### config.mk
export PLATFORM = sky130hd
export DESIGN_NAME = vwr_ram
export DESIGN_NICKNAME = d
export VERILOG_FILES = /design/src/hw/rtl/assert_macros.svh /design/src/hw/rtl/vwr_ram.sv
export SDC_FILE = /design/constraint.sdc
export NUM_CORES = 1
export LEC_CHECK = 0
export BUFFER_PORTS_ARGS = -buffer_cell sky130_fd_sc_hd__buf_4
export CAP_MARGIN = 20
export CORE_MARGIN = 4
export CORE_UTILIZATION = 55
export DETAILED_ROUTE_END_ITERATION = 16
export PLACE_DENSITY = 0.73
export RECOVER_POWER = 25
export REMOVE_ABC_BUFFERS = 1
export SETUP_SLACK_MARGIN = 0.3
export SLEW_MARGIN = 15
export SYNTH_ARGS = -nofsm -noshare
export SYNTH_HDL_FRONTEND = slang
export SYNTH_SLANG_ARGS = --single-unit
### constraint.sdc
create_clock -name clk -period 2.1 [get_ports clk]
set_input_delay 0.42 -clock clk [delete_from_list [all_inputs] [get_ports clk]]
set_output_delay 0.42 -clock clk [all_outputs]
set_load 0.01 [all_outputs]
### src/hw/rtl/assert_macros.svh
// Assertion macros used by the top level RTL module of the vertex weld block.
`ifndef ASSERT_MACROS_SVH
`define ASSERT_MACROS_SVH
`ifndef SYNTHESIS
`define ASSERT_IMPLIES(lbl, clk, rst_n, ante, cons, msg) \
    lbl: assert property (@(posedge clk) disable iff (!rst_n) (ante) |-> (cons)) else $error(msg);
`define ASSERT_NEXT(lbl, clk, rst_n, ante, cons, msg) \
    lbl: assert property (@(posedge clk) disable iff (!rst_n) (ante) |=> (cons)) else $error(msg);
`define ASSERT_ALWAYS(lbl, clk, rst_n, expr, msg) \
    lbl: assert property (@(posedge clk) disable iff (!rst_n) (expr)) else $error(msg);
`else
`define ASSERT_IMPLIES(lbl, clk, rst_n, ante, cons, msg)
`define ASSERT_NEXT(lbl, clk, rst_n, ante, cons, msg)
`define ASSERT_ALWAYS(lbl, clk, rst_n, expr, msg)
`endif
`endif

### src/hw/rtl/vwr_ram.sv
// Generic simple dual-port RAM with one write port and a registered read port.
module vwr_ram #(
    parameter int WIDTH = 8,
    parameter int DEPTH = 16
) (
    input  logic                     clk,
    input  logic                     wr_en,
    input  logic [$clog2(DEPTH)-1:0] wr_addr,
    input  logic [WIDTH-1:0]         wr_data,
    input  logic                     rd_en,
    input  logic [$clog2(DEPTH)-1:0] rd_addr,
    output logic [WIDTH-1:0]         rd_data
);

    logic [WIDTH-1:0] mem [DEPTH];
    logic [WIDTH-1:0] rd_data_reg;

    always_ff @(posedge clk)
    begin
        if (wr_en)
        begin
            mem[wr_addr] <= wr_data;
        end
        if (rd_en)
        begin
            rd_data_reg <= mem[rd_addr];
        end
    end

    assign rd_data = rd_data_reg;

endmodule

==> flow_summary.json <==
{
  "dp_slack_ns": 0.1985,
  "pwr-share-clk": 0.442,
  "cts.sinks": 136,
  "final-hold-violation-count": 0,
  "leakage_uw": 0.002092,
  "rsz0062_at_grt": "false",
  "path_buf_inv": 1,
  "crit_slowest_cell": "edfxtp_1",
  "globalplace.congestion": 0.7271,
  "syn_avg_cell_area_um2": 22.83,
  "max_stage_delay_ns": 0.42,
  "syn_inst": 229,
  "post-route-period-util": 0.7242,
  "dp_cells": 397,
  "worst_slack_ns": 0.5792,
  "crit_path_cell_trace": "buf_4",
  "mappedNetlistArea_mm2": 0.005228,
  "wl_um": 10110,
  "final_common_cell": "edfxtp_1",
  "synth_seq_area_share": 0.7812,
  "maxSlewHeadroom": 0.5228,
  "cts_max_level": 4,
  "crit_family": "flip-flops",
  "p_int_uw": 4771,
  "drive_above_1_share": 0.3033,
  "fmax_mhz": 657.6,
  "cts_max_path_buffers": 2,
  "rows": 35,
  "worst_setup_path_end_kind": "primary output",
  "setup_tns_ns": 0,
  "crit_cells": 1,
  "status": "complete, no violations",
  "num_io_pins": 27,
  "final_cell_mix": "edfxtp_1, buf_4, mux4_2, a22oi_1, clkbuf_16",
  "criticalPathCategory": "flip-flop to primary output",
  "cts_tree": "done",
  "setup_viol": 0,
  "die_area_mm2": 0.01113,
  "synth_cell_types": 18,
  "hpwl_um": 6239,
  "synth_top_flop_cell": "edfxtp_1",
  "seqPwrFrac": 0.508,
  "nets": 306,
  "drc_errors": 0,
  "crit_path_start_kind": "flip-flop",
  "synth_top_area_cell": "edfxtp_1",
  "die_h_um": 105.5,
  "maxSlewViolCount": 0,
  "switchingPower_uw": 1289,
  "cts_made_buffers": 17,
  "critical_path_required_ns": 1.68,
  "async_flop_share": 0,
  "worstRegToRegCells": 3,
  "min_path_type": "input port to flip-flop",
  "synth-seq-cells": 136,
  "ir_drop_mv": 0.5854,
  "yosysTopAreaCellShare": 0.7812,
  "port_buffers": 26,
  "root_buffer": "clkbuf_8",
  "combPwrFrac": 0.050,
  "worst_clock_skew_ns": 0.01284,
  "clkLatencyLatePin_ns": 0.51,
  "wire_per_inst_um": 23.57,
  "core_mm2": 0.009240,
  "grt_pass1_vias": 2702,
  "area_growth_pct": 19.36,
  "vias": 2523,
  "diodes": 0,
  "ant_nets": 0,
  "tightest_slew_ns": 0.7158,
  "largest_reg_flops": 128,
  "post_cts_resized": 0,
  "path_clk_slew_ns": 0.06,
  "post_cts_buffers": 0,
  "grt-ovfl-total": 0,
  "yosys-top-cells-area": "edfxtp_1, mux4_2, mux4_1, a22oi_1, nor2_1",
  "cellPowerDensity_mw_per_mm2": 971.3,
  "grt_usage": 0.2010,
  "drtIter0Drc": 296,
  "switching_share": 0.2127,
  "ys_warn_count": 0,
  "worst-path-max-fanout": 1,
  "dr.pass1.iters": 4,
  "hold_buffers": 0,
  "start_util": 0.5657,
  "min_period_ns": 1.521,
  "final_cells": 429,
  "grt_antenna_before_repair": 0,
  "grt_max_degree": 17,
  "cap_violations": 0,
  "utilization": 0.6753,
  "die_w_um": 105.5,
  "viasPerCell": 5.881,
  "hold_depth": 1,
  "synth-edff-count": 136,
  "arrival_ns": 1.10,
  "grt_first_pass_wirelength_um": 15920
}
metrics by stage:
step | hold WS [ns] | power [uW] | cell area, um^2
floorplan | 0.5189 | 3255 | 5141
global placement | 0.7215 | 3432 | 5720
detailed placement | 0.7229 | 3441 | 5720
CTS | 0.1803 | 6117 | 6266
global route | 0.1900 | 6276 | 6240
finish | 0.2027 | 6061 | 6240
cell usage after synthesis, drive strengths merged (2+ instances only):
library cell / instances
nand2b: 2
clkdlybuf4s25: 3
nor2: 13
mux4: 32
buf: 7
nand2: 9
edfxtp: 136
a22oi: 16
nand3b: 2
nor3: 4
power groups by stage:
| stage | registers, uW | logic [uW] | clock network, uW |
|---|---|---|---|
| finish | 3080 | 302 | 2680 |
| global route | 3080 | 327 | 2870 |
| global placement | 3130 | 303 | 0 |
| CTS | 3080 | 313 | 2720 |
| detailed placement | 3130 | 308 | 0 |
| floorplan | 3130 | 122 | 0 |
cell type report:
type	count	area (um^2)
multi-input combinational	83	1057
sequential	136	4084
clock inverter	14	127.6
clock buffer	18	417.9
fill	548	3000
timing repair buffer	49	391.6
tap	129	161.4
worst paths after layout:
path                    from  slack, ns    endpoint
hold / removal         rd_en       0.20  rd_data[4]
setup / recovery  rd_data[0]       0.58  rd_data[0]
hold reg to reg    mem[3][5]       0.77  rd_data[5]
setup reg to reg   mem[8][5]       0.60  rd_data[5]
kinds of logic (layout without fill, tap and decap cells):
logic type / count (synthesis) / count (layout) / synth area share
AO/OA/AOI/OAI: 16 / 16 / 0.02298
buffers and inverters: 10 / 81 / 0.01651
flip-flops: 136 / 136 / 0.7812
multiplexers: 32 / 32 / 0.1479
AND/OR/NAND/NOR: 35 / 35 / 0.03136
routing by layer:
metal	up-vias	share of wire	global-route usage	routed length, um
met5	-	0	0	0
met4	0	0.015	0.08048	150
met3	11	0.081	0.05083	824
met2	128	0.51	0.3151	5181
met1	1288	0.39	0.2740	3957
li1	1096	-	-	-
No activity file was read; power rests on OpenSTA's default activity.
