==> config.mk <==
export PLATFORM = sky130hd
export DESIGN_NAME = vwr_dist
export DESIGN_NICKNAME = d
export VERILOG_FILES = /design/src/hw/rtl/assert_macros.svh /design/src/hw/rtl/vwr_pkg.sv /design/src/hw/rtl/vwr_dist.sv
export SDC_FILE = /design/constraint.sdc
export NUM_CORES = 2
export LEC_CHECK = 0
export BUFFER_PORTS_ARGS = -buffer_cell sky130_fd_sc_hd__buf_2
export CORE_MARGIN = 2
export CORE_UTILIZATION = 30
export CTS_BUF_LIST = sky130_fd_sc_hd__clkbuf_8
export DETAILED_ROUTE_END_ITERATION = 8
export PLACE_DENSITY = 0.52
export SYNTH_ARGS = -nofsm -noshare
export SYNTH_HDL_FRONTEND = slang
export SYNTH_SLANG_ARGS = --single-unit
==> constraint.sdc <==
create_clock -name clk -period 8.9 [get_ports clk]
set_input_delay 0.89 -clock clk [delete_from_list [all_inputs] [get_ports clk]]
set_output_delay 0.89 -clock clk [all_outputs]
set_load 0.01 [all_outputs]
==> src/hw/rtl/assert_macros.svh <==
// Assertion macros used by the top level RTL module of the vertex weld block.
`ifndef ASSERT_MACROS_SVH
`define ASSERT_MACROS_SVH
`ifndef SYNTHESIS
`define ASSERT_IMPLIES(lbl, clk, rst_n, ante, cons, msg) \
    lbl: assert property (@(posedge clk) disable iff (!rst_n) (ante) |-> (cons)) else $error(msg);
`define ASSERT_NEXT(lbl, clk, rst_n, ante, cons, msg) \
    lbl: assert property (@(posedge clk) disable iff (!rst_n) (ante) |=> (cons)) else $error(msg);
`define ASSERT_ALWAYS(lbl, clk, rst_n, expr, msg) \
    lbl: assert property (@(posedge clk) disable iff (!rst_n) (expr)) else $error(msg);
`else
`define ASSERT_IMPLIES(lbl, clk, rst_n, ante, cons, msg)
`define ASSERT_NEXT(lbl, clk, rst_n, ante, cons, msg)
`define ASSERT_ALWAYS(lbl, clk, rst_n, expr, msg)
`endif
`endif

==> src/hw/rtl/vwr_pkg.sv <==
// Shared constants, codes and types of the vertex weld block.
package vwr_pkg;

    localparam int MAX_VERTICES = 1024;
    localparam int COORD_BITS   = 24;

    localparam int VIDX_W   = $clog2(MAX_VERTICES);
    localparam int CNT_W    = $clog2(MAX_VERTICES + 1);
    localparam int POS_W    = 3 * COORD_BITS;
    localparam int DIFF_W   = COORD_BITS + 1;
    localparam int SQ_W     = 2 * DIFF_W;
    localparam int SUM_W    = SQ_W + 2;
    localparam int TOL_W    = 52;
    localparam int CMP_W    = (SUM_W > TOL_W) ? SUM_W : TOL_W;
    localparam int CORNER_W = 32;
    localparam int OUT_IDX_W = 10;
    localparam int OPCODE_W = 2;
    localparam int KIND_W   = 2;

    localparam int IN_DATA_W  = ((POS_W + 3 * CORNER_W + 7) / 8) * 8;
    localparam int OUT_BITS   = 1 + 2 * OUT_IDX_W + 3 * CORNER_W;
    localparam int OUT_DATA_W = ((OUT_BITS + 7) / 8) * 8;

    typedef enum logic [OPCODE_W-1:0] {
        OP_START    = 2'd0,
        OP_VERTEX   = 2'd1,
        OP_TRIANGLE = 2'd2
    } op_t;

    typedef enum logic [KIND_W-1:0] {
        KIND_VERTEX   = 2'd0,
        KIND_TRIANGLE = 2'd1,
        KIND_OVERFLOW = 2'd2
    } kind_t;

    typedef struct packed {
        logic              valid;
        logic [VIDX_W-1:0] idx;
    } probe_tag_t;

    typedef struct packed {
        logic              valid;
        logic              hit;
        logic [VIDX_W-1:0] idx;
    } dist_res_t;

endpackage

==> src/hw/rtl/vwr_dist.sv <==
// Pipelined squared-distance compare of the probe vertex against one kept vertex per cycle.
module vwr_dist (
    input  logic                       clk,
    input  logic                       rst_n,
    input  logic [vwr_pkg::POS_W-1:0]  probe,
    input  logic [vwr_pkg::POS_W-1:0]  kept,
    input  vwr_pkg::probe_tag_t        tag,
    input  logic                       kill,
    input  logic [vwr_pkg::TOL_W-1:0]  tolerance,
    output vwr_pkg::dist_res_t         res
);
    import vwr_pkg::*;

    logic [DIFF_W-1:0] mag_reg  [3];
    logic [DIFF_W-1:0] mag_next [3];
    logic [SQ_W-1:0]   sq_reg   [3];
    logic              s1_valid_reg;
    logic              s2_valid_reg;
    logic [VIDX_W-1:0] s1_idx_reg;
    logic [VIDX_W-1:0] s2_idx_reg;
    dist_res_t         res_reg;
    dist_res_t         res_next;
    logic [SUM_W-1:0]  sum;

    always_comb
    begin
        logic signed [DIFF_W-1:0] da;
        logic signed [DIFF_W-1:0] db;
        logic signed [DIFF_W-1:0] d;
        for (int k = 0; k < 3; k++)
        begin
            da = {probe[k*COORD_BITS+COORD_BITS-1], probe[k*COORD_BITS +: COORD_BITS]};
            db = {kept[k*COORD_BITS+COORD_BITS-1], kept[k*COORD_BITS +: COORD_BITS]};
            d  = da - db;
            mag_next[k] = d[DIFF_W-1] ? DIFF_W'(-d) : DIFF_W'(d);
        end
    end

    assign sum = SUM_W'(sq_reg[0]) + SUM_W'(sq_reg[1]) + SUM_W'(sq_reg[2]);

    always_comb
    begin
        res_next.valid = s2_valid_reg && !kill;
        res_next.hit   = CMP_W'(sum) <= CMP_W'(tolerance);
        res_next.idx   = s2_idx_reg;
    end

    always_ff @(posedge clk or negedge rst_n)
    begin
        if (!rst_n)
        begin
            s1_valid_reg <= 1'b0;
            s2_valid_reg <= 1'b0;
            res_reg      <= '0;
        end
        else
        begin
            s1_valid_reg <= tag.valid && !kill;
            s2_valid_reg <= s1_valid_reg && !kill;
            res_reg      <= res_next;
        end
    end

    always_ff @(posedge clk)
    begin
        for (int k = 0; k < 3; k++)
        begin
            mag_reg[k] <= mag_next[k];
            sq_reg[k]  <= SQ_W'(mag_reg[k]) * SQ_W'(mag_reg[k]);
        end
        s1_idx_reg <= tag.idx;
        s2_idx_reg <= s1_idx_reg;
    end

    assign res = res_reg;

endmodule

==> results by group <==
Synth
  • Primary FF master, synth: dfxtp_1
  • #FFs+latches synth: 256
  • Mean Syn Cell Area: a little over 9 um2
  • Synth Instances: about 7600
  • Post-synthesis sequential area ratio: 0.0751
  • Post-synth EDFFs: 0
  • Synth unique cells: between 90 and 100
  • Async set-or-reset flop fraction in the synthesized netlist: 0.0547
  • Cell Area, Synth: between 0.06 and 0.07 mm2
  • Yosys warns: 0

Clocking
  • Number of H-tree levels: 2
  • Total CTS buffers: between 50 and 60
  • Clock tree from TritonCTS: built
  • Clock Root Buffer: clkbuf_8
  • CTS Sinks: between 200 and 300
  • Clock Tree Buf Depth: 3
  • Reg clk slew, reported paths: about 0.060 ns
  • Clock latency on the worst-skew pair: ~0.80 ns
  • # resized after CTS: 0
  • Hold Buf Count CTS: 1
  • Setup bufs post-CTS: 0

Critical path
  • Critical path origin: mag_reg[0][69]
  • Worst EP arrival: about 8.8 ns
  • Endpoint class of the critical path: flop
  • CP Capture Point: sq_reg[0][149]
  • Worst reg-to-reg path cell count: 24
  • Slowest stage delay, CP: 0.95 ns
  • Slowest cell on crit path: dfxtp_1
  • Worst Path Buf+Inv: 5
  • Worst-path cell chain: inv_1 > nor2_1 > fa_1 > fa_1 > inv_1 > fa_1 > inv_1 > fa_1 > inv_1 > fa_1 > inv_1 > fa_1 > ha_1 > ha_1 > nand2_1 > nor3_1 > o21ai_0 > or3_1 > nor3b_1 > o31ai_1 > a211oi_1 > o221ai_1 > o21ai_0 > xnor2_1
  • Worst R2R Start: mag_reg[0][69]
  • CP max FO: 17
  • Most used cell, CP: fa_1
  • Crit path max-delay family: adder cells
  • Crit. path cell count: 24
  • CP Class: flop to flop
  • Startpoint Class: flop
  • RR Endpoint: sq_reg[0][149]
  • R2R Setup Slk: a little under 0.8 ns
  • Critical Path RT: ~9.6 ns

Global route
  • Vias in the first global route: approximately 55000
  • Total GRT Usage: 0.163
  • Largest net degree at the start of global routing: 29
  • Remaining Overflow, GRT: 0
  • Initial antenna violation count: 14
  • First-pass GRT wire length: roughly 300000 um

Placed design
  • Placer congestion estimate: 0.890
  • # port buffers: approximately 220
  • DP HPWL: ~160000 um

Timing
  • Hold Vio Cnt, Final: 0
  • Max Slew Vio Count: 0
  • Endpoints failing setup: 0
  • Maximum clock frequency: ~120 MHz
  • Slew headroom: 0.236
  • Final Cycle Share: 0.912
  • Clk_skew: 0.0610 ns
  • Slew @ Worst Pin: ~1.1 ns
  • Total Neg Setup Slack: 0 ns
  • Tmin final: a little over 8 ns
  • Setup repair after global routing missed its margin: no

Cells and area
  • Nets@finish: between 10000 and 15000
  • Largest register FFs: 147
  • Area growth from synthesis to layout: 8.92%
  • Share of cells above drive strength 1: 0.0589

Floorplan
  • Die Y: just under 500 um
  • Core footprint: 0.230 mm2
  • Starting Density: 0.301
  • Rows: around 180
  • Die area: approximately 0.23 mm2
  • Number of top-level pins: between 200 and 250
  • Die Wd: 484 um

Route
  • Remaining antenna violation count: 0
  • TritonRoute pass-1 iters: 5
  • DRT iter0 DRCs: about 2500
  • DRC violations left: 0
  • DR vias: 49900
  • DR vias/cell: between 4 and 5
  • Total wire length: 187000 um
  • Per-cell routed wire length: between 15 and 20 um

Min path
  • Hold path start: tag[7]
  • Worst hold path type: primary input to flop

Run status
  • Status: finished, final reports clean

Job
  • Max-cap violations: 0
[cell usage after synthesis (43+ instances only)]
cell,n,area share
xnor2_1,232,0.029
nor3_1,50,0.0036
nand3_1,43,0.0031
dfxtp_1,242,0.070
nor2_1,246,0.013
nor2b_1,56,0.0051
inv_1,2178,0.12
a21o_1,181,0.020
ha_1,736,0.13
fa_1,1452,0.42
nand4_1,52,0.0047
o21a_1,48,0.0052
clkbuf_1,199,0.011
a21oi_1,244,0.018
o21ai_0,139,0.010
nand2_1,606,0.033
and2_1,370,0.033
xor2_1,94,0.012
[kinds of logic after synthesis]
kind of cell               count (synthesis)  share of synthesized area
and+or+nand+nor                         1579                      0.113
buffers and inverters                   2385                      0.129
other                                      2                   0.000109
xor gates and xnor gates                 328                     0.0419
AOI/OAI and AO/OA                        897                     0.0863
DFF                                      256                     0.0751
adders and majority gates               2188                      0.553
muxes                                     10                    0.00154
[routing by layer]
layer  vias to the layer above  track usage  share of wire
met4                         6       0.0455          0.031
met5                         -            0        0.00021
met1                     25300        0.215           0.44
met3                       211       0.0203          0.048
li1                      23400            -              -
met2                      1033        0.280           0.48
[metrics by stage]
stage / cells / hold slack (ns) / worst slack (ns) / area, um2 / util
after floorplan: 7646 / 0.310 / 1.58 / 69200 / -
after global placement: 10800 / 0.312 / 0.909 / 74100 / 0.323
after detailed placement: 10800 / 0.312 / 0.807 / 74100 / 0.323
after CTS: 10900 / 0.0819 / 0.787 / 75400 / 0.328
after global routing: 10900 / 0.0992 / 0.276 / 75400 / 0.328
final: 10900 / 0.186 / 0.784 / 75400 / 0.328
[cells in the final DEF, fill, tap and decap left out, drive strengths merged, types with 65 or more instances in the layout]
master | Yosys | final
a21o | 181 | 181
a21oi | 245 | 245
and2 | 370 | 370
buf | 8 | 324
clkbuf | 199 | 65
dfxtp | 242 | 242
fa | 1452 | 1452
ha | 736 | 736
inv | 2178 | 2191
nand2 | 606 | 606
nor2 | 246 | 246
o21ai | 145 | 145
xnor2 | 233 | 233
xor2 | 95 | 95
[how the worst min path moves through the flow]
| stage | end | slack, ns | cells past startpoint |
|---|---|---|---|
| detailed placement | s2_idx_reg[8] | 0.31 | 0 |
| finish | s1_idx_reg[7] | 0.19 | 1 |
| floorplan | s2_idx_reg[0] | 0.31 | 0 |
| CTS | s1_idx_reg[7] | 0.08 | 1 |
| global route | s1_idx_reg[9] | 0.1 | 1 |
| global placement | s2_idx_reg[9] | 0.31 | 0 |
[area by class of cell]
type / count / area (um2)
Fill cell: 23900 / 154000
Tap cell: 3026 / 3790
Multi-Input combinational cell: 5005 / 55100
Sequential cell: 256 / 5190
Clock buffer: 65 / 895
Inverter: 2178 / 8180
Timing Repair Buffer: 325 / 1900
Clock inverter: 34 / 357
Antenna cell: 5 / 12.5
Power is not shown: default switching activity piles up to over one toggle a cycle in this logic, so the estimate is an artifact.
